`src/sv/fisheye_remap_address_defines.svh`:
```
// Assertion macros used by the fisheye remap address generator.
`ifndef FISHEYE_REMAP_ADDRESS_DEFINES_SVH
`define FISHEYE_REMAP_ADDRESS_DEFINES_SVH
// Same-cycle implication, checked at every rising edge outside reset.
`define FRA_ASSERT_SAME(lbl, ante, cons, msg) \
  lbl: assert property (@(posedge clk) disable iff (!rst_n) (ante) |-> (cons)) \
    else $error(msg);
// Next-cycle implication, checked at every rising edge outside reset.
`define FRA_ASSERT_NEXT(lbl, ante, cons, msg) \
  lbl: assert property (@(posedge clk) disable iff (!rst_n) (ante) |=> (cons)) \
    else $error(msg);
`endif

```
`src/sv/fra_pkg.sv`:
```
// Shared constants, types and register codes of the fisheye remap address generator.
package fra_pkg;

  localparam int COORD_BITS = 12;
  localparam int IMG_BITS   = 13;
  localparam int CFG_IDX_BITS = 3;
  localparam int DX_BITS    = COORD_BITS + 1;
  localparam int SQ_BITS    = 2 * COORD_BITS;
  localparam int D2_BITS    = SQ_BITS + 1;
  localparam int FRAC_BITS  = 16;
  localparam int R_BITS     = FRAC_BITS + 1;
  localparam int ROOT_BITS  = COORD_BITS + FRAC_BITS;
  localparam int SQREM_BITS = ROOT_BITS + 2;
  localparam int ACC_BITS   = 21;
  localparam int PROD_BITS  = ACC_BITS + R_BITS + 1;
  localparam int NUM_BITS   = COORD_BITS + 20;
  localparam int Q_BITS     = COORD_BITS + 1;
  localparam int OVF_BITS   = NUM_BITS - Q_BITS;
  localparam int OVCMP_BITS = (OVF_BITS > R_BITS) ? OVF_BITS : R_BITS;
  localparam int CMP_BITS   = (Q_BITS > IMG_BITS) ? Q_BITS : IMG_BITS;

  localparam int K_D2       = 3;
  localparam int RAD_LAT    = ROOT_BITS + R_BITS;
  localparam int K_R        = K_D2 + RAD_LAT;
  localparam int HORNER_LAT = 8;
  localparam int K_NR       = K_R + HORNER_LAT;
  localparam int K_NUM      = K_NR + 2;
  localparam int CDIV_LAT   = Q_BITS + 1;
  localparam int K_Q        = K_NUM + CDIV_LAT;

  localparam logic signed [ACC_BITS-1:0] COEF_A1 = ACC_BITS'(194224);
  localparam logic signed [ACC_BITS-1:0] COEF_A2 = ACC_BITS'(-337459);
  localparam logic signed [ACC_BITS-1:0] COEF_A3 = ACC_BITS'(325369);
  localparam logic signed [ACC_BITS-1:0] COEF_A4 = ACC_BITS'(-134868);

  localparam logic [COORD_BITS-1:0] RST_RADIUS = COORD_BITS'(1);
  localparam logic [IMG_BITS-1:0]   RST_IMG    = IMG_BITS'(4096);

  typedef enum logic [CFG_IDX_BITS-1:0] {
    REG_CENTER_X     = 3'd0,
    REG_CENTER_Y     = 3'd1,
    REG_LENS_RADIUS  = 3'd2,
    REG_IMAGE_WIDTH  = 3'd3,
    REG_IMAGE_HEIGHT = 3'd4
  } cfg_reg_t;

  typedef struct packed {
    logic [COORD_BITS-1:0]    px;
    logic [COORD_BITS-1:0]    py;
    logic signed [DX_BITS-1:0] dx;
    logic signed [DX_BITS-1:0] dy;
    logic                     zero;
    logic                     in_circle;
    logic                     nr_neg;
    logic                     r_zero;
  } side_t;

endpackage

```
`src/sv/fra_radius.sv`:
```
// Pipelined square root and normalising divide giving the Q1.16 radius.
module fra_radius
  import fra_pkg::*;
(
  input  logic                  clk,
  input  logic                  en,
  input  logic [SQ_BITS-1:0]    d2_in,
  input  logic [COORD_BITS-1:0] rad,
  output logic [R_BITS-1:0]     r_out
);

  logic [SQREM_BITS-1:0] sq_rem_r  [ROOT_BITS];
  logic [ROOT_BITS-1:0]  sq_root_r [ROOT_BITS];
  logic [SQ_BITS-1:0]    sq_feed_r [ROOT_BITS];
  logic [COORD_BITS-1:0] dv_rem_r  [R_BITS];
  logic [R_BITS-1:0]     dv_q_r    [R_BITS];
  logic [R_BITS-1:0]     dv_low_r  [R_BITS];

  for (genvar i = 0; i < ROOT_BITS; i++) begin : g_sq
    logic [SQREM_BITS-1:0] rem_in;
    logic [SQREM_BITS-1:0] rem_sh;
    logic [SQREM_BITS-1:0] trial;
    logic [ROOT_BITS-1:0]  root_in;
    logic [SQ_BITS-1:0]    feed_in;
    if (i == 0) begin : g_first
      assign rem_in  = '0;
      assign root_in = '0;
      assign feed_in = d2_in;
    end else begin : g_next
      assign rem_in  = sq_rem_r[i-1];
      assign root_in = sq_root_r[i-1];
      assign feed_in = sq_feed_r[i-1];
    end
    assign rem_sh = {rem_in[SQREM_BITS-3:0], feed_in[SQ_BITS-1 -: 2]};
    assign trial  = {root_in, 2'b01};
    always_ff @(posedge clk) begin
      if (en) begin
        if (rem_sh >= trial) begin
          sq_rem_r[i]  <= rem_sh - trial;
          sq_root_r[i] <= {root_in[ROOT_BITS-2:0], 1'b1};
        end else begin
          sq_rem_r[i]  <= rem_sh;
          sq_root_r[i] <= {root_in[ROOT_BITS-2:0], 1'b0};
        end
        sq_feed_r[i] <= {feed_in[SQ_BITS-3:0], 2'b00};
      end
    end
  end

  for (genvar j = 0; j < R_BITS; j++) begin : g_dv
    logic [COORD_BITS-1:0] rem_in;
    logic [R_BITS-1:0]     q_in;
    logic [R_BITS-1:0]     low_in;
    logic [COORD_BITS:0]   t;
    if (j == 0) begin : g_first
      assign rem_in = COORD_BITS'(sq_root_r[ROOT_BITS-1][ROOT_BITS-1:R_BITS]);
      assign q_in   = '0;
      assign low_in = sq_root_r[ROOT_BITS-1][R_BITS-1:0];
    end else begin : g_next
      assign rem_in = dv_rem_r[j-1];
      assign q_in   = dv_q_r[j-1];
      assign low_in = dv_low_r[j-1];
    end
    assign t = {rem_in, low_in[R_BITS-1]};
    always_ff @(posedge clk) begin
      if (en) begin
        if (t >= {1'b0, rad}) begin
          dv_rem_r[j] <= COORD_BITS'(t - {1'b0, rad});
          dv_q_r[j]   <= {q_in[R_BITS-2:0], 1'b1};
        end else begin
          dv_rem_r[j] <= t[COORD_BITS-1:0];
          dv_q_r[j]   <= {q_in[R_BITS-2:0], 1'b0};
        end
        dv_low_r[j] <= {low_in[R_BITS-2:0], 1'b0};
      end
    end
  end

  assign r_out = dv_q_r[R_BITS-1];

endmodule

```
`config.mk`:
```
export PLATFORM = sky130hd
export DESIGN_NAME = fra_radius
export DESIGN_NICKNAME = d
export VERILOG_FILES = /design/src/sv/fisheye_remap_address_defines.svh /design/src/sv/fra_pkg.sv /design/src/sv/fra_radius.sv
export SDC_FILE = /design/constraint.sdc
export NUM_CORES = 2
export LEC_CHECK = 0
export CAP_MARGIN = 20
export CELL_PAD_IN_SITES_DETAIL_PLACEMENT = 1
export CELL_PAD_IN_SITES_GLOBAL_PLACEMENT = 1
export CORE_MARGIN = 5
export CORE_UTILIZATION = 53
export CTS_CLUSTER_DIAMETER = 120
export DETAILED_ROUTE_END_ITERATION = 10
export DONT_BUFFER_PORTS = 1
export GPL_ROUTABILITY_DRIVEN = 0
export HOLD_SLACK_MARGIN = 0.06
export PLACE_DENSITY = 0.9
export SYNTH_ARGS = -nofsm -noshare
export SYNTH_HDL_FRONTEND = slang
export SYNTH_SLANG_ARGS = --single-unit
```
`constraint.sdc`:
```
create_clock -name clk -period 5.3 [get_ports clk]
set_clock_uncertainty 0.2 [all_clocks]
set_input_delay 1.06 -clock clk [delete_from_list [all_inputs] [get_ports clk]]
set_output_delay 1.06 -clock clk [all_outputs]
set_load 0.02 [all_outputs]
```
==> impl_metrics.tcl <==
set metrics [dict create \
    status "complete, but fails checks" \
    violations "max-slew violations" \
    final_cell_mix "1721 x edfxtp_1, 658 x inv_1, 644 x nand2_1" \
    cp.arrival_ps 5460 \
    ctsHoldBuffers 0 \
    period_needed_ps 5064 \
    wire_per_inst_um 26.45 \
    syn_avg_cell_area_um2 11.76 \
    num_io_pins 55 \
    async_flop_share 0 \
    drt_first_pass_iters 6 \
    grt_max_degree 210 \
    ant_nets 0 \
    critical_path.cell_chain "inv_1 -> ha_1 -> inv_1 -> fa_1 -> nor2b_1 -> o21ai_0 -> a21boi_0 -> o21a_1 -> o211ai_1 -> o211ai_1 -> nor2_1 -> buf_4 -> nor4bb_1 -> nand2_1 -> xnor2_1" \
    synth_cells 7687 \
    nFillCells 16820 \
    start_util 0.5335 \
    numCtsBuffers 181 \
    dieArea_mm2 0.1789 \
    slowest_stage "nor4bb_1" \
    clockBufferDepth 3 \
    dp_hpwl_um 164600 \
    cts.sinks 1723 \
    synth-seq-cells 1723 \
    synth_area_leaders "edfxtp_1 57%, ha_1 8.4%, xnor2_1 3.2%" \
    cts_resized 0 \
    yosysSeqAreaShare 0.5721 \
    vdd_drop_max_mv 0.4376 \
    drtIter0Drc 6423 \
    clock.fmax_ghz 0.1975 \
    antenna_found_initial 2 \
    synth_compound_area_frac 0.1089 \
    wirelength_um 270900 \
    overflow 0 \
    netlist_area_mm2 0.09041 \
    final_nets 8544 \
    die_width_um 423.0 \
    drive_gt1_frac 0.07968 \
    cts_setup_buffers 0 \
    cts_tree "done" \
    rows 151 \
    synth_ff_type "edfxtp_1" \
    grt_pass1_wl_um 419600 \
    cp-end-kind "register" \
    cap_violations 0 \
    required_ps 5690 \
    drc_errors 0 \
    synth_edf_count 1721 \
    dp_slack_ps -3868 \
    synth_top_family_by_area "simple AND/OR/NAND/NOR gates" \
    yosysUniqueCellTypes 82 \
    grt_usage 0.2957 \
    muxShareOfSynthArea 0.01758 \
    synth.top_cell.area_share 0.5716 \
    slew_violations 81 \
    rsz0062_at_grt "no" \
    die_y_um 423.0 \
    crit_path_start_kind "register" \
    syn_to_final_growth_pct 11.06 \
    setup_tns_ps 0 \
    h-tree-depth 4 \
    layout_setup_ws_ps 236.0 \
    syn_nets 8366 \
    hold_viol 0 \
    synthAdderAreaFrac 0.09128 \
    powerDensity_mw_per_mm2 464.5 \
    cp_max_fo 21 \
    path_clk_slew_ps 80 \
    p_leak_nw 39.25 \
    slowest_delay_ps 890 \
    clock_latency_ps 870 \
    first_global_vias 71370 \
    yosysTopAreaCell "edfxtp_1" \
    synth_warnings 0 \
    worst_pin_slew_ps 1535 \
    numPortBuffers 0 \
    root_buffer "clkbuf_16" \
    max_slew_margin -0.02319 \
    coreArea_mm2 0.1695 \
    synthXorXnorAreaFrac 0.06026 \
    critPathKind "reg2reg" \
    finalCritPeriodShare 0.9555 \
    vias_per_cell 6.395 \
    finalSetupViolations 0 \
    min_path_type "in2reg" \
    vias 65480 \
    mostFrequentLayoutCell "edfxtp_1" \
    synth-simple-area-share 0.1151 \
]
per-stage QoR:
step                      utilization  instances  area, um^2  total power, mW  hold WS, ps
final                          0.5925      10240      100400            46.64        102.1
after global routing           0.5924      10240      100400            48.59        71.44
after CTS                      0.5921      10230      100300            46.17        67.37
after detailed placement       0.5551       9888       94080            32.47        205.1
after global placement         0.5551       9888       94080            31.08        200.5
after floorplan                     -       7687       90410            28.45        200.3
worst max-delay path: cells and delay by family (launching register included):
family | cells | cell delay [ps]
buf+inv | 3 | 470
xor+xnor | 1 | 170
compound gates | 5 | 1510
fa+ha+maj | 2 | 630
simple gates | 4 | 1380
flops | 1 | 440
worst paths after layout:
| kind | startpoint | to | slack, ps | depth (start not counted) |
|---|---|---|---|---|
| setup / recovery | sq_root_r[0][308] | sq_rem_r[0][385] | 240 | 15 |
| hold / removal | d2_in[0] | sq_feed_r[0][0] | 100 | 0 |
| setup reg to reg | sq_root_r[0][308] | sq_rem_r[0][385] | 240 | 15 |
| hold reg to reg | dv_low_r[0][136] | dv_low_r[0][153] | 190 | 0 |
power by group:
group	switching, mW	internal, mW	total [mW]	leakage [nW]
sequential	1.80	18.1	19.9	16.4
combinational	7.85	5.52	13.4	20.0
clock	5.90	7.44	13.3	2.91
flip-flops by register name, indices dropped and copies added, names as in the netlist:
signal	flops
sq_rem_r	704
sq_feed_r	132
sq_root_r	406
dv_rem_r	192
dv_q_r	153
dv_low_r	136
Yosys cell counts, drive strengths merged (11+ instances only):
master / count
nand3b: 12
a31o: 14
nor3b: 17
mux2i: 26
or3: 93
inv: 659
o211ai: 26
xor2: 288
a31oi: 42
clkbuf: 168
and3: 44
o31ai: 80
nor2b: 104
and2: 68
o31a: 11
nand3: 106
a211o: 17
mux2: 118
a211oi: 48
nand2: 644
edfxtp: 1721
xnor2: 334
nor2: 475
a21o: 167
or2: 42
ha: 610
nand2b: 115
nor3: 178
o21ai: 539
nand4: 67
o21a: 85
a41oi: 11
o21bai: 30
nor4: 84
a21oi: 365
a21boi: 66
fa: 31
or4: 34
metal layers:
metal | track usage | share of wire | up-vias
met4 | 0.1469 | 0.057 | 2
met1 | 0.3316 | 0.36 | 32820
met3 | 0.04629 | 0.060 | 1117
li1 | - | - | 28380
met2 | 0.5455 | 0.52 | 3169
met5 | 0 | 0.000048 | -
cell type report:
cell class | instances | area, um^2 | area share
Antenna cell | 2 | 5.005 | 0.00004984
Clock buffer | 210 | 4638 | 0.04619
Clock inverter | 128 | 1366 | 0.01361
Inverter | 660 | 2477 | 0.02467
Multi-Input combinational cell | 5128 | 35600 | 0.3545
Sequential cell | 1723 | 51720 | 0.5151
Tap cell | 2218 | 2775 | 0.02764
Timing Repair Buffer | 171 | 1829 | 0.01822
cells by family (layout without fill, tap and decap cells):
kind of cell               count (synthesis)  after routing
AOI/OAI and AO/OA                       1592           1592
xor gates and xnor gates                 622            622
adders and majority gates                641            641
buffers and inverters                    836           1169
DFF                                     1723           1723
muxes                                    144            144
other                                      0              2
and+or+nand+nor                         2129           2129
No activity file was read; power rests on OpenSTA's default activity.
