[config.mk]
export PLATFORM = sky130hd
export DESIGN_NAME = fra_cdiv
export DESIGN_NICKNAME = d
export VERILOG_FILES = /design/src/sv/fisheye_remap_address_defines.svh /design/src/sv/fra_pkg.sv /design/src/sv/fra_cdiv.sv
export SDC_FILE = /design/constraint.sdc
export NUM_CORES = 1
export LEC_CHECK = 0
export BUFFER_PORTS_ARGS = -buffer_cell sky130_fd_sc_hd__buf_2
export CAP_MARGIN = 20
export CORE_MARGIN = 5
export CORE_UTILIZATION = 32
export CTS_BUF_LIST = sky130_fd_sc_hd__clkbuf_4
export CTS_CLUSTER_SIZE = 12
export DETAILED_ROUTE_END_ITERATION = 7
export PLACE_DENSITY = 0.57
export SLEW_MARGIN = 40
export SYNTH_ARGS = -nofsm -noshare
export SYNTH_HDL_FRONTEND = slang
export SYNTH_SLANG_ARGS = --single-unit
[constraint.sdc]
create_clock -name clk -period 3.6 [get_ports clk]
set_input_delay 0.36 -clock clk [delete_from_list [all_inputs] [get_ports clk]]
set_output_delay 0.36 -clock clk [all_outputs]
set_load 0.005 [all_outputs]
[src/sv/fisheye_remap_address_defines.svh]
// Assertion macros used by the fisheye remap address generator.
`ifndef FISHEYE_REMAP_ADDRESS_DEFINES_SVH
`define FISHEYE_REMAP_ADDRESS_DEFINES_SVH
// Same-cycle implication, checked at every rising edge outside reset.
`define FRA_ASSERT_SAME(lbl, ante, cons, msg) \
  lbl: assert property (@(posedge clk) disable iff (!rst_n) (ante) |-> (cons)) \
    else $error(msg);
// Next-cycle implication, checked at every rising edge outside reset.
`define FRA_ASSERT_NEXT(lbl, ante, cons, msg) \
  lbl: assert property (@(posedge clk) disable iff (!rst_n) (ante) |=> (cons)) \
    else $error(msg);
`endif

[src/sv/fra_pkg.sv]
// Shared constants, types and register codes of the fisheye remap address generator.
package fra_pkg;

  localparam int COORD_BITS = 12;
  localparam int IMG_BITS   = 13;
  localparam int CFG_IDX_BITS = 3;
  localparam int DX_BITS    = COORD_BITS + 1;
  localparam int SQ_BITS    = 2 * COORD_BITS;
  localparam int D2_BITS    = SQ_BITS + 1;
  localparam int FRAC_BITS  = 16;
  localparam int R_BITS     = FRAC_BITS + 1;
  localparam int ROOT_BITS  = COORD_BITS + FRAC_BITS;
  localparam int SQREM_BITS = ROOT_BITS + 2;
  localparam int ACC_BITS   = 21;
  localparam int PROD_BITS  = ACC_BITS + R_BITS + 1;
  localparam int NUM_BITS   = COORD_BITS + 20;
  localparam int Q_BITS     = COORD_BITS + 1;
  localparam int OVF_BITS   = NUM_BITS - Q_BITS;
  localparam int OVCMP_BITS = (OVF_BITS > R_BITS) ? OVF_BITS : R_BITS;
  localparam int CMP_BITS   = (Q_BITS > IMG_BITS) ? Q_BITS : IMG_BITS;

  localparam int K_D2       = 3;
  localparam int RAD_LAT    = ROOT_BITS + R_BITS;
  localparam int K_R        = K_D2 + RAD_LAT;
  localparam int HORNER_LAT = 8;
  localparam int K_NR       = K_R + HORNER_LAT;
  localparam int K_NUM      = K_NR + 2;
  localparam int CDIV_LAT   = Q_BITS + 1;
  localparam int K_Q        = K_NUM + CDIV_LAT;

  localparam logic signed [ACC_BITS-1:0] COEF_A1 = ACC_BITS'(194224);
  localparam logic signed [ACC_BITS-1:0] COEF_A2 = ACC_BITS'(-337459);
  localparam logic signed [ACC_BITS-1:0] COEF_A3 = ACC_BITS'(325369);
  localparam logic signed [ACC_BITS-1:0] COEF_A4 = ACC_BITS'(-134868);

  localparam logic [COORD_BITS-1:0] RST_RADIUS = COORD_BITS'(1);
  localparam logic [IMG_BITS-1:0]   RST_IMG    = IMG_BITS'(4096);

  typedef enum logic [CFG_IDX_BITS-1:0] {
    REG_CENTER_X     = 3'd0,
    REG_CENTER_Y     = 3'd1,
    REG_LENS_RADIUS  = 3'd2,
    REG_IMAGE_WIDTH  = 3'd3,
    REG_IMAGE_HEIGHT = 3'd4
  } cfg_reg_t;

  typedef struct packed {
    logic [COORD_BITS-1:0]    px;
    logic [COORD_BITS-1:0]    py;
    logic signed [DX_BITS-1:0] dx;
    logic signed [DX_BITS-1:0] dy;
    logic                     zero;
    logic                     in_circle;
    logic                     nr_neg;
    logic                     r_zero;
  } side_t;

endpackage

[src/sv/fra_cdiv.sv]
// Pipelined signed-by-radius divide with truncation toward zero and range flag.
module fra_cdiv
  import fra_pkg::*;
(
  input  logic                       clk,
  input  logic                       en,
  input  logic signed [NUM_BITS-1:0] num,
  input  logic [R_BITS-1:0]          den,
  output logic [Q_BITS-1:0]          q_out,
  output logic                       neg_out,
  output logic                       ovf_out
);

  logic [NUM_BITS-1:0] mag;
  logic [NUM_BITS-1:0] mag0_r;
  logic [R_BITS-1:0]   den0_r;
  logic                sg0_r;
  logic                ovf0_r;
  logic [R_BITS-1:0]   rem_r [Q_BITS];
  logic [Q_BITS-1:0]   q_r   [Q_BITS];
  logic [Q_BITS-1:0]   low_r [Q_BITS];
  logic [R_BITS-1:0]   den_r [Q_BITS];
  logic                sg_r  [Q_BITS];
  logic                ovf_r [Q_BITS];

  assign mag = num[NUM_BITS-1] ? NUM_BITS'(-num) : NUM_BITS'(num);

  always_ff @(posedge clk) begin
    if (en) begin
      mag0_r <= mag;
      den0_r <= den;
      sg0_r  <= num[NUM_BITS-1];
      ovf0_r <= OVCMP_BITS'(mag[NUM_BITS-1:Q_BITS]) >= OVCMP_BITS'(den);
    end
  end

  for (genvar j = 0; j < Q_BITS; j++) begin : g_step
    logic [R_BITS-1:0] rem_in;
    logic [Q_BITS-1:0] q_in;
    logic [Q_BITS-1:0] low_in;
    logic [R_BITS-1:0] den_in;
    logic              sg_in;
    logic              ovf_in;
    logic [R_BITS:0]   t;
    if (j == 0) begin : g_first
      assign rem_in = R_BITS'(mag0_r[NUM_BITS-1:Q_BITS]);
      assign q_in   = '0;
      assign low_in = mag0_r[Q_BITS-1:0];
      assign den_in = den0_r;
      assign sg_in  = sg0_r;
      assign ovf_in = ovf0_r;
    end else begin : g_next
      assign rem_in = rem_r[j-1];
      assign q_in   = q_r[j-1];
      assign low_in = low_r[j-1];
      assign den_in = den_r[j-1];
      assign sg_in  = sg_r[j-1];
      assign ovf_in = ovf_r[j-1];
    end
    assign t = {rem_in, low_in[Q_BITS-1]};
    always_ff @(posedge clk) begin
      if (en) begin
        if (t >= {1'b0, den_in}) begin
          rem_r[j] <= R_BITS'(t - {1'b0, den_in});
          q_r[j]   <= {q_in[Q_BITS-2:0], 1'b1};
        end else begin
          rem_r[j] <= t[R_BITS-1:0];
          q_r[j]   <= {q_in[Q_BITS-2:0], 1'b0};
        end
        low_r[j] <= {low_in[Q_BITS-2:0], 1'b0};
        den_r[j] <= den_in;
        sg_r[j]  <= sg_in;
        ovf_r[j] <= ovf_in;
      end
    end
  end

  assign q_out   = q_r[Q_BITS-1];
  assign neg_out = sg_r[Q_BITS-1];
  assign ovf_out = ovf_r[Q_BITS-1];

endmodule
==> flow_metrics.py, run 1 <==
metrics = {
    "clock_tree": {
        "numCtsBuffers": 176,
        "cts_max_level": 4,
        "post_cts_buffers": 0,
        "cts_root_buffer": "clkbuf_4",
        "cts_buffer_depth": 3,
        "cts.sinks": 652,
        "clk_pin_slew_ns": 0.06,
        "cts_tree": "yes",
        "clk_latency_ns": 1.03,
    },
    "pwr": {
        "peakVddDrop_v": 0.000256,
        "leakagePower_nw": 15.9,
        "powerDensity_nw_per_um2": 736,
    },
    "placement": {
        "portBuffers": 65,
        "hpwl_um": 50000,
        "place_inst": 4284,
        "place_congestion": 0.898,
        "pre_cts_slack_ns": -0.451,
        "dpl_cell_area_um2": 36600,
    },
    "floorplan": {
        "row_count": 119,
        "die_area_um2": 113000,
        "die_w_um": 336,
        "core-area_um2": 106000,
        "io_pins": 66,
        "initial_core_util": 0.323,
        "die_h_um": 336,
    },
    "finish": {
        "seqCellArea_um2": 19600,
        "syn2layout_area_growth_pct": 16.8,
        "multi_input_area_um2": 13100,
        "fill_cells": 10200,
        "drive_gt1_frac": 0.171,
        "stdcell_count": 4682,
        "fin_nets": 3465,
        "design_area_um2": 39800,
    },
    "min_path": {
        "whs_path_depth": 3,
        "hold_path_startpoint": "num[0]",
        "holdPathEnd": "mag0_r[0]$_DFFE_PP_",
        "hold_class": "input port to flop",
    },
    "global_routing": {
        "overflow": 0,
        "antenna_found_initial": 2,
        "grt_max_degree": 101,
        "grtUsageTotal": 0.121,
        "grt_pass1_vias": 22700,
        "grt_pass1_wl_um": 110000,
    },
    "sta": {
        "period_needed_ns": 3.46,
        "skew_ns": 0.0687,
        "hold_violations": 0,
        "period_share": 0.961,
        "relSlewSlack": 0.452,
        "tightest_slew_ns": 0.813,
        "setup_slack_ns": 0.139,
        "max_freq_mhz": 289,
        "fin_setup_tns_ns": 0,
        "rsz0062_at_grt": "false",
        "maxSlewViolCount": 0,
        "setup_viol": 0,
    },
    "yosys": {
        "synth_fp_nets": 3104,
        "yosysTopAreaCellShare": 0.574,
        "syn-cell-area_um2": 34100,
        "avgSynthCellArea_um2": 12.2,
        "yosys_most_used_dff": "edfxtp_1",
        "synth_top_area_cell": "edfxtp_1",
        "synth.most_common_cell": "edfxtp_1",
        "synthTopCellsByArea": "edfxtp_1 57%, ha_1 8.8%, inv_1 3.3%",
        "synth_seq_area_share": 0.575,
        "yosys_warnings": 0,
        "async_reset_ff_frac": 0,
        "synth.distinct_cells": 75,
        "synth_seq_cells": 652,
        "synth_cells": 2802,
        "synthTopCellsByCount": "651 x edfxtp_1, 303 x inv_1, 239 x ha_1, 176 x a21oi_1, 175 x nand2_1",
        "synth-edff-count": 651,
    },
    "drt": {
        "dr.first_iter.drc_count": 1021,
        "ant_nets": 0,
        "wl_met2_um": 35900,
        "wl_per_cell_um": 14.5,
        "avgViaCountPerCell": 4.75,
        "drtPass1Iterations": 7,
        "top_layer_used": "met4",
        "wirelength_um": 68000,
        "met3WireLength_um": 2650,
        "route.detailed.drc": 0,
        "num_vias": 22300,
        "wl_met1_um": 26000,
    },
    "setup_path": {
        "cp_max_fo": 4,
        "rrSetupSlack_ns": 0.36,
        "r2r_start": "low_r[2][11]$_DFFE_PP_",
        "startpoint": "num[11]",
        "required_ns": 4.35,
        "rr_worst_depth": 11,
        "worst_ep_arrival_time_ns": 4.21,
        "cp-start-kind": "input port",
        "worst_setup_path_end_kind": "flop",
        "crit_type": "input port to flop",
        "rr_endpoint": "rem_r[2][31]$_DFFE_PP_",
    },
    "outcome": {
        "outcome": "complete, no violations",
    },
    "flow_run": {
        "drv_cap": 0,
    },
}
-- critical path, cell delays in order --
cell and delay, ns:
dlygate4sd3_1 0.54, buf_2 0.13, or4_1 0.54, or3_4 0.39, nor2_2 0.15, nand2_1 0.09
o31ai_1 0.26, xnor2_1 0.18, ha_1 0.27, a21o_1 0.18, a211oi_1 0.26, nor2b_1 0.17
nor3_1 0.05, o21ai_0 0.08, buf_4 0.14, a31oi_1 0.06, or3_1 0.36
-- sequential cells by signal (all words and copies together), names as in the netlist --
name           cells
den0_r            17
den_r            204
g_step.ovf_in      1
g_step.sg_in       1
low_r             78
mag0_r            30
ovf_r             13
q_r               91
rem_r            204
sg_r              13
-- how the worst max path moves through the flow --
stage / cells past startpoint / slack, ns / end
global route: 18 / 0.05 / g_step[0].ovf_in$_DFFE_PP_
floorplan: 14 / 0.02 / g_step[0].ovf_in$_DFFE_PP_
detailed placement: 17 / -0.45 / g_step[0].ovf_in$_DFFE_PP_
global placement: 17 / -0.52 / g_step[0].ovf_in$_DFFE_PP_
finish: 17 / 0.14 / g_step[0].ovf_in$_DFFE_PP_
CTS: 18 / 0.16 / g_step[0].ovf_in$_DFFE_PP_
-- cell type report --
cell class,instances,area share
antenna,5,0.000315
clock buffer,254,0.0480
clock inverter,47,0.00790
inverter,303,0.0286
multi-input combinational,1788,0.330
sequential,652,0.492
tap,1391,0.0438
timing repair buffer,242,0.0491
-- per-layer routing --
layer  track usage  vias up
met2         0.227      456
met1         0.120    10400
met5             0        -
met3        0.0282      228
li1              -    11200
met4        0.0715        0
-- power by group --
part | switching [mW] | internal [mW]
combinational | 6.09 | 5.35
clock | 3.02 | 3.45
sequential | 0.769 | 10.6
-- kinds of logic (layout without fill, tap and decap cells) --
| logic type | Yosys count | count (layout) | synth area share |
|---|---|---|---|
| buf+inv | 362 | 846 | 0.0410 |
| flops | 652 | 652 | 0.575 |
| fa+ha+maj | 251 | 251 | 0.0949 |
| xor+xnor | 156 | 156 | 0.0401 |
| mux | 126 | 126 | 0.0415 |
| other cells | 0 | 5 | 0 |
| compound gates | 665 | 665 | 0.126 |
| simple gates | 590 | 590 | 0.0822 |
-- cells in the final DEF (no fill, tap or decap), drive strengths merged, types with 9 or more instances in the layout --
| cell type | synthesis | layout |
|---|---|---|
| o21a | 44 | 44 |
| nor3b | 9 | 9 |
| nor2 | 163 | 163 |
| and2 | 10 | 10 |
| nand4 | 34 | 34 |
| mux2i | 22 | 22 |
| o41ai | 10 | 10 |
| xnor2 | 107 | 107 |
| or3 | 11 | 11 |
| o21ai | 174 | 174 |
| nand2b | 28 | 28 |
| nor2b | 34 | 34 |
| fa | 12 | 12 |
| nand3 | 38 | 38 |
| o311ai | 10 | 10 |
| a21oi | 177 | 177 |
| o31a | 21 | 21 |
| a21o | 52 | 52 |
| ha | 239 | 239 |
| nor4 | 10 | 10 |
| mux2 | 104 | 104 |
| o31ai | 26 | 26 |
| a31oi | 24 | 24 |
| o21bai | 12 | 12 |
| clkinv | 0 | 37 |
| dlygate4sd3 | 0 | 92 |
| buf | 13 | 150 |
| nand2 | 175 | 175 |
| and3 | 18 | 18 |
| inv | 303 | 308 |
| clkbuf | 46 | 254 |
| nor3 | 35 | 35 |
| edfxtp | 651 | 651 |
| xor2 | 49 | 49 |
| o211ai | 17 | 17 |
| a211oi | 19 | 19 |
-- through the flow --
stage | util | power (mW) | hold WS, ns
2_1_floorplan | - | 20.0 | 0.400
5_1_grt | 0.377 | 31.5 | 0.0836
4_1_cts | 0.376 | 29.7 | 0.0335
3_3_place_gp | 0.346 | 22.7 | 0.401
3_5_place_dp | 0.347 | 22.8 | 0.405
6_report | 0.377 | 29.3 | 0.201
-- what timing repair did --
item	in CTS	in global routing
hold buffers	92	0
gates resized for setup	0	5
setup endpoints to repair	0	1
endpoints found under the hold margin	285	0
No activity file was read; power rests on OpenSTA's default activity.
==> run 2, diff against run 1 <==
--- a/config.mk
+++ b/config.mk
@@ -13,6 +13,7 @@
 export CTS_CLUSTER_SIZE = 12
 export DETAILED_ROUTE_END_ITERATION = 7
 export PLACE_DENSITY = 0.57
+export SETUP_SLACK_MARGIN = 0.3
 export SLEW_MARGIN = 40
 export SYNTH_ARGS = -nofsm -noshare
 export SYNTH_HDL_FRONTEND = slang
==> run 2 against run 1 <==
Against the previous run: register-to-register slack gained 0.11 ns; sequential cell count unchanged; worst setup slack improved by 0.11 ns; design area decreased by 0.20%; largest power group unchanged; die area is the same; critical path type unchanged.
==> flow_metrics.py, run 2 (synthesis results as in run 1) <==
metrics = {
    "sta": {
        "hold_violations": 0,
        "period_share": 0.931,
        "maxSlewViolCount": 0,
        "relSlewSlack": 0.509,
        "tightest_slew_ns": 0.729,
        "period_needed_ns": 3.35,
        "max_freq_mhz": 298,
        "setup_viol": 0,
        "rsz0062_at_grt": "true",
        "skew_ns": 0.0898,
    },
    "clock_tree": {
        "numCtsBuffers": 176,
        "clk_pin_slew_ns": 0.05,
        "cts.sinks": 652,
        "cts_buffer_depth": 3,
        "cts_tree": "yes",
        "cts_root_buffer": "clkbuf_4",
        "cts_max_level": 4,
        "clk_latency_ns": 1.07,
    },
    "flow_run": {
        "drv_cap": 0,
    },
    "setup_path": {
        "cp-start-kind": "input port",
        "rr_worst_depth": 11,
        "startpoint": "num[1]",
        "worst_setup_path_end_kind": "flop",
        "max_stage_delay_ns": 0.60,
        "crit_chain": "dlygate4sd3_1 -> buf_2 -> or4_1 -> buf_4 -> nand2b_1 -> nor2_2 -> buf_4 -> nand2_1 -> o41ai_1 -> xnor2_1 -> dlygate4sd3_1 -> ha_1 -> o21ai_0 -> a31oi_1 -> or3_1",
        "crit_buf_inv": 5,
        "required_ns": 4.40,
        "worst_ep_arrival_time_ns": 4.15,
        "r2r_start": "low_r[2][11]$_DFFE_PP_",
        "critPathTopFamily": "buffers and inverters",
        "critical_path.slowest_cell": "dlygate4sd3_1",
        "critPathCapture": "g_step[0].ovf_in$_DFFE_PP_",
        "crit_type": "input port to flop",
        "cp_max_fo": 3,
        "rrSetupSlack_ns": 0.47,
        "rr_endpoint": "rem_r[2][19]$_DFFE_PP_",
        "worst-path-stages": 15,
    },
    "global_routing": {
        "grt_max_degree": 117,
        "grtUsageTotal": 0.122,
        "antenna_found_initial": 2,
        "grt_pass1_vias": 22900,
        "overflow": 0,
        "grt_pass1_wl_um": 111000,
    },
    "pwr": {
        "leakagePower_nw": 15.8,
        "powerDensity_nw_per_um2": 733,
        "peakVddDrop_v": 0.000249,
    },
    "drt": {
        "drtPass1Iterations": 6,
        "ant_nets": 0,
        "route.detailed.drc": 0,
        "avgViaCountPerCell": 4.73,
        "dr.first_iter.drc_count": 1005,
        "wirelength_um": 68700,
        "wl_per_cell_um": 14.7,
        "num_vias": 22100,
    },
    "min_path": {
        "hold_path_startpoint": "den[11]",
        "hold_class": "input port to flop",
    },
    "placement": {
        "dpl_cell_area_um2": 36500,
        "place_inst": 4269,
        "portBuffers": 65,
        "place_congestion": 0.885,
        "hpwl_um": 50400,
    },
    "finish": {
        "stdcell_count": 4659,
        "final_common_cell": "edfxtp_1",
        "drive_gt1_frac": 0.167,
        "fin_nets": 3452,
        "multi_input_area_um2": 13200,
        "seqCellArea_um2": 19600,
        "design_area_um2": 39700,
        "syn2layout_area_growth_pct": 16.5,
        "fin_util": 0.376,
        "layout_common_cells": "651 x edfxtp_1, 303 x inv_1, 239 x ha_1",
        "reg_top3": "den_r: 204 flops, rem_r: 204 flops, q_r: 91 flops",
        "fill_cells": 10300,
    },
    "floorplan": {
        "initial_core_util": 0.323,
        "core-area_um2": 106000,
        "row_count": 119,
        "io_pins": 66,
        "die_area_um2": 113000,
        "die_w_um": 336,
        "die_h_um": 336,
    },
    "outcome": {
        "outcome": "complete, no violations",
    },
}
[run 2: cell types whose count changed in the layout (fill, tap and decap cells not counted), moves of 2 or more]
cell,previous run,this run
buf_12,3,5
o41ai_1,8,6
o41ai_2,2,4
o21ai_2,3,1
clkinv_2,7,5
a21o_1,52,50
clkbuf_4,254,237
o21ai_4,0,2
clkinvlp_4,2,4
buf_4,81,65
clkinv_1,26,32
clkinv_4,4,2
[run 2: report_power, final]
| group | internal (mW) | switching (mW) |
|---|---|---|
| clock network | 3.20 | 3.01 |
| registers | 10.6 | 0.777 |
| logic | 5.40 | 6.13 |
| total | 19.2 | 9.91 |
[run 2: worst min-delay path by stage]
stage / to / slack [ns] / cells after the start
floorplan: low_r[0][0]$_DFFE_PP_ / 0.40 / 0
global route: den0_r[11]$_DFFE_PP_ / 0.02 / 2
CTS: den0_r[11]$_DFFE_PP_ / 0.001 / 2
detailed placement: low_r[0][22]$_DFFE_PP_ / 0.40 / 0
finish: den0_r[11]$_DFFE_PP_ / 0.13 / 2
global placement: q_r[3][1]$_DFFE_PP_ / 0.40 / 0
[run 2: layer usage]
| metal | vias to the layer above | wire [µm] | global-route usage |
|---|---|---|---|
| li1 | 11200 | - | - |
| met1 | 10300 | 26200 | 0.121 |
| met2 | 427 | 36700 | 0.232 |
| met3 | 208 | 2420 | 0.0261 |
| met4 | 0 | 3330 | 0.0725 |
| met5 | - | 0 | 0 |
[run 2: area by class of cell]
cell class              count  share of cell area
flip-flops and latches    652               0.493
diodes                      6            0.000378
multi-input cells        1788               0.333
clock buffers             237              0.0448
repair buffers            229              0.0478
inverters                 303              0.0287
well taps                1391              0.0439
clock inverters            53             0.00832
[run 2: through the flow]
step                      setup TNS (ns)  total power, mW  setup WS (ns)  hold WS [ns]
final                                  0             29.1          0.250         0.127
after global routing                   0             31.4          0.250        0.0194
after CTS                              0             29.4          0.327       0.00114
after detailed placement          -0.292             22.8         -0.292         0.405
after global placement            -0.274             22.7         -0.274         0.401
after floorplan                        0             20.0          0.204         0.400
[run 2: what timing repair did]
| action | in CTS | in global routing |
|---|---|---|
| endpoints found under the setup margin | 24 | 20 |
| pin swaps | 0 | 1 |
| setup buffers | 0 | 2 |
| resized for setup | 4 | 9 |
| cloned | 0 | 1 |
| endpoints found under the hold margin | 214 | 0 |
| hold buffers | 91 | 0 |
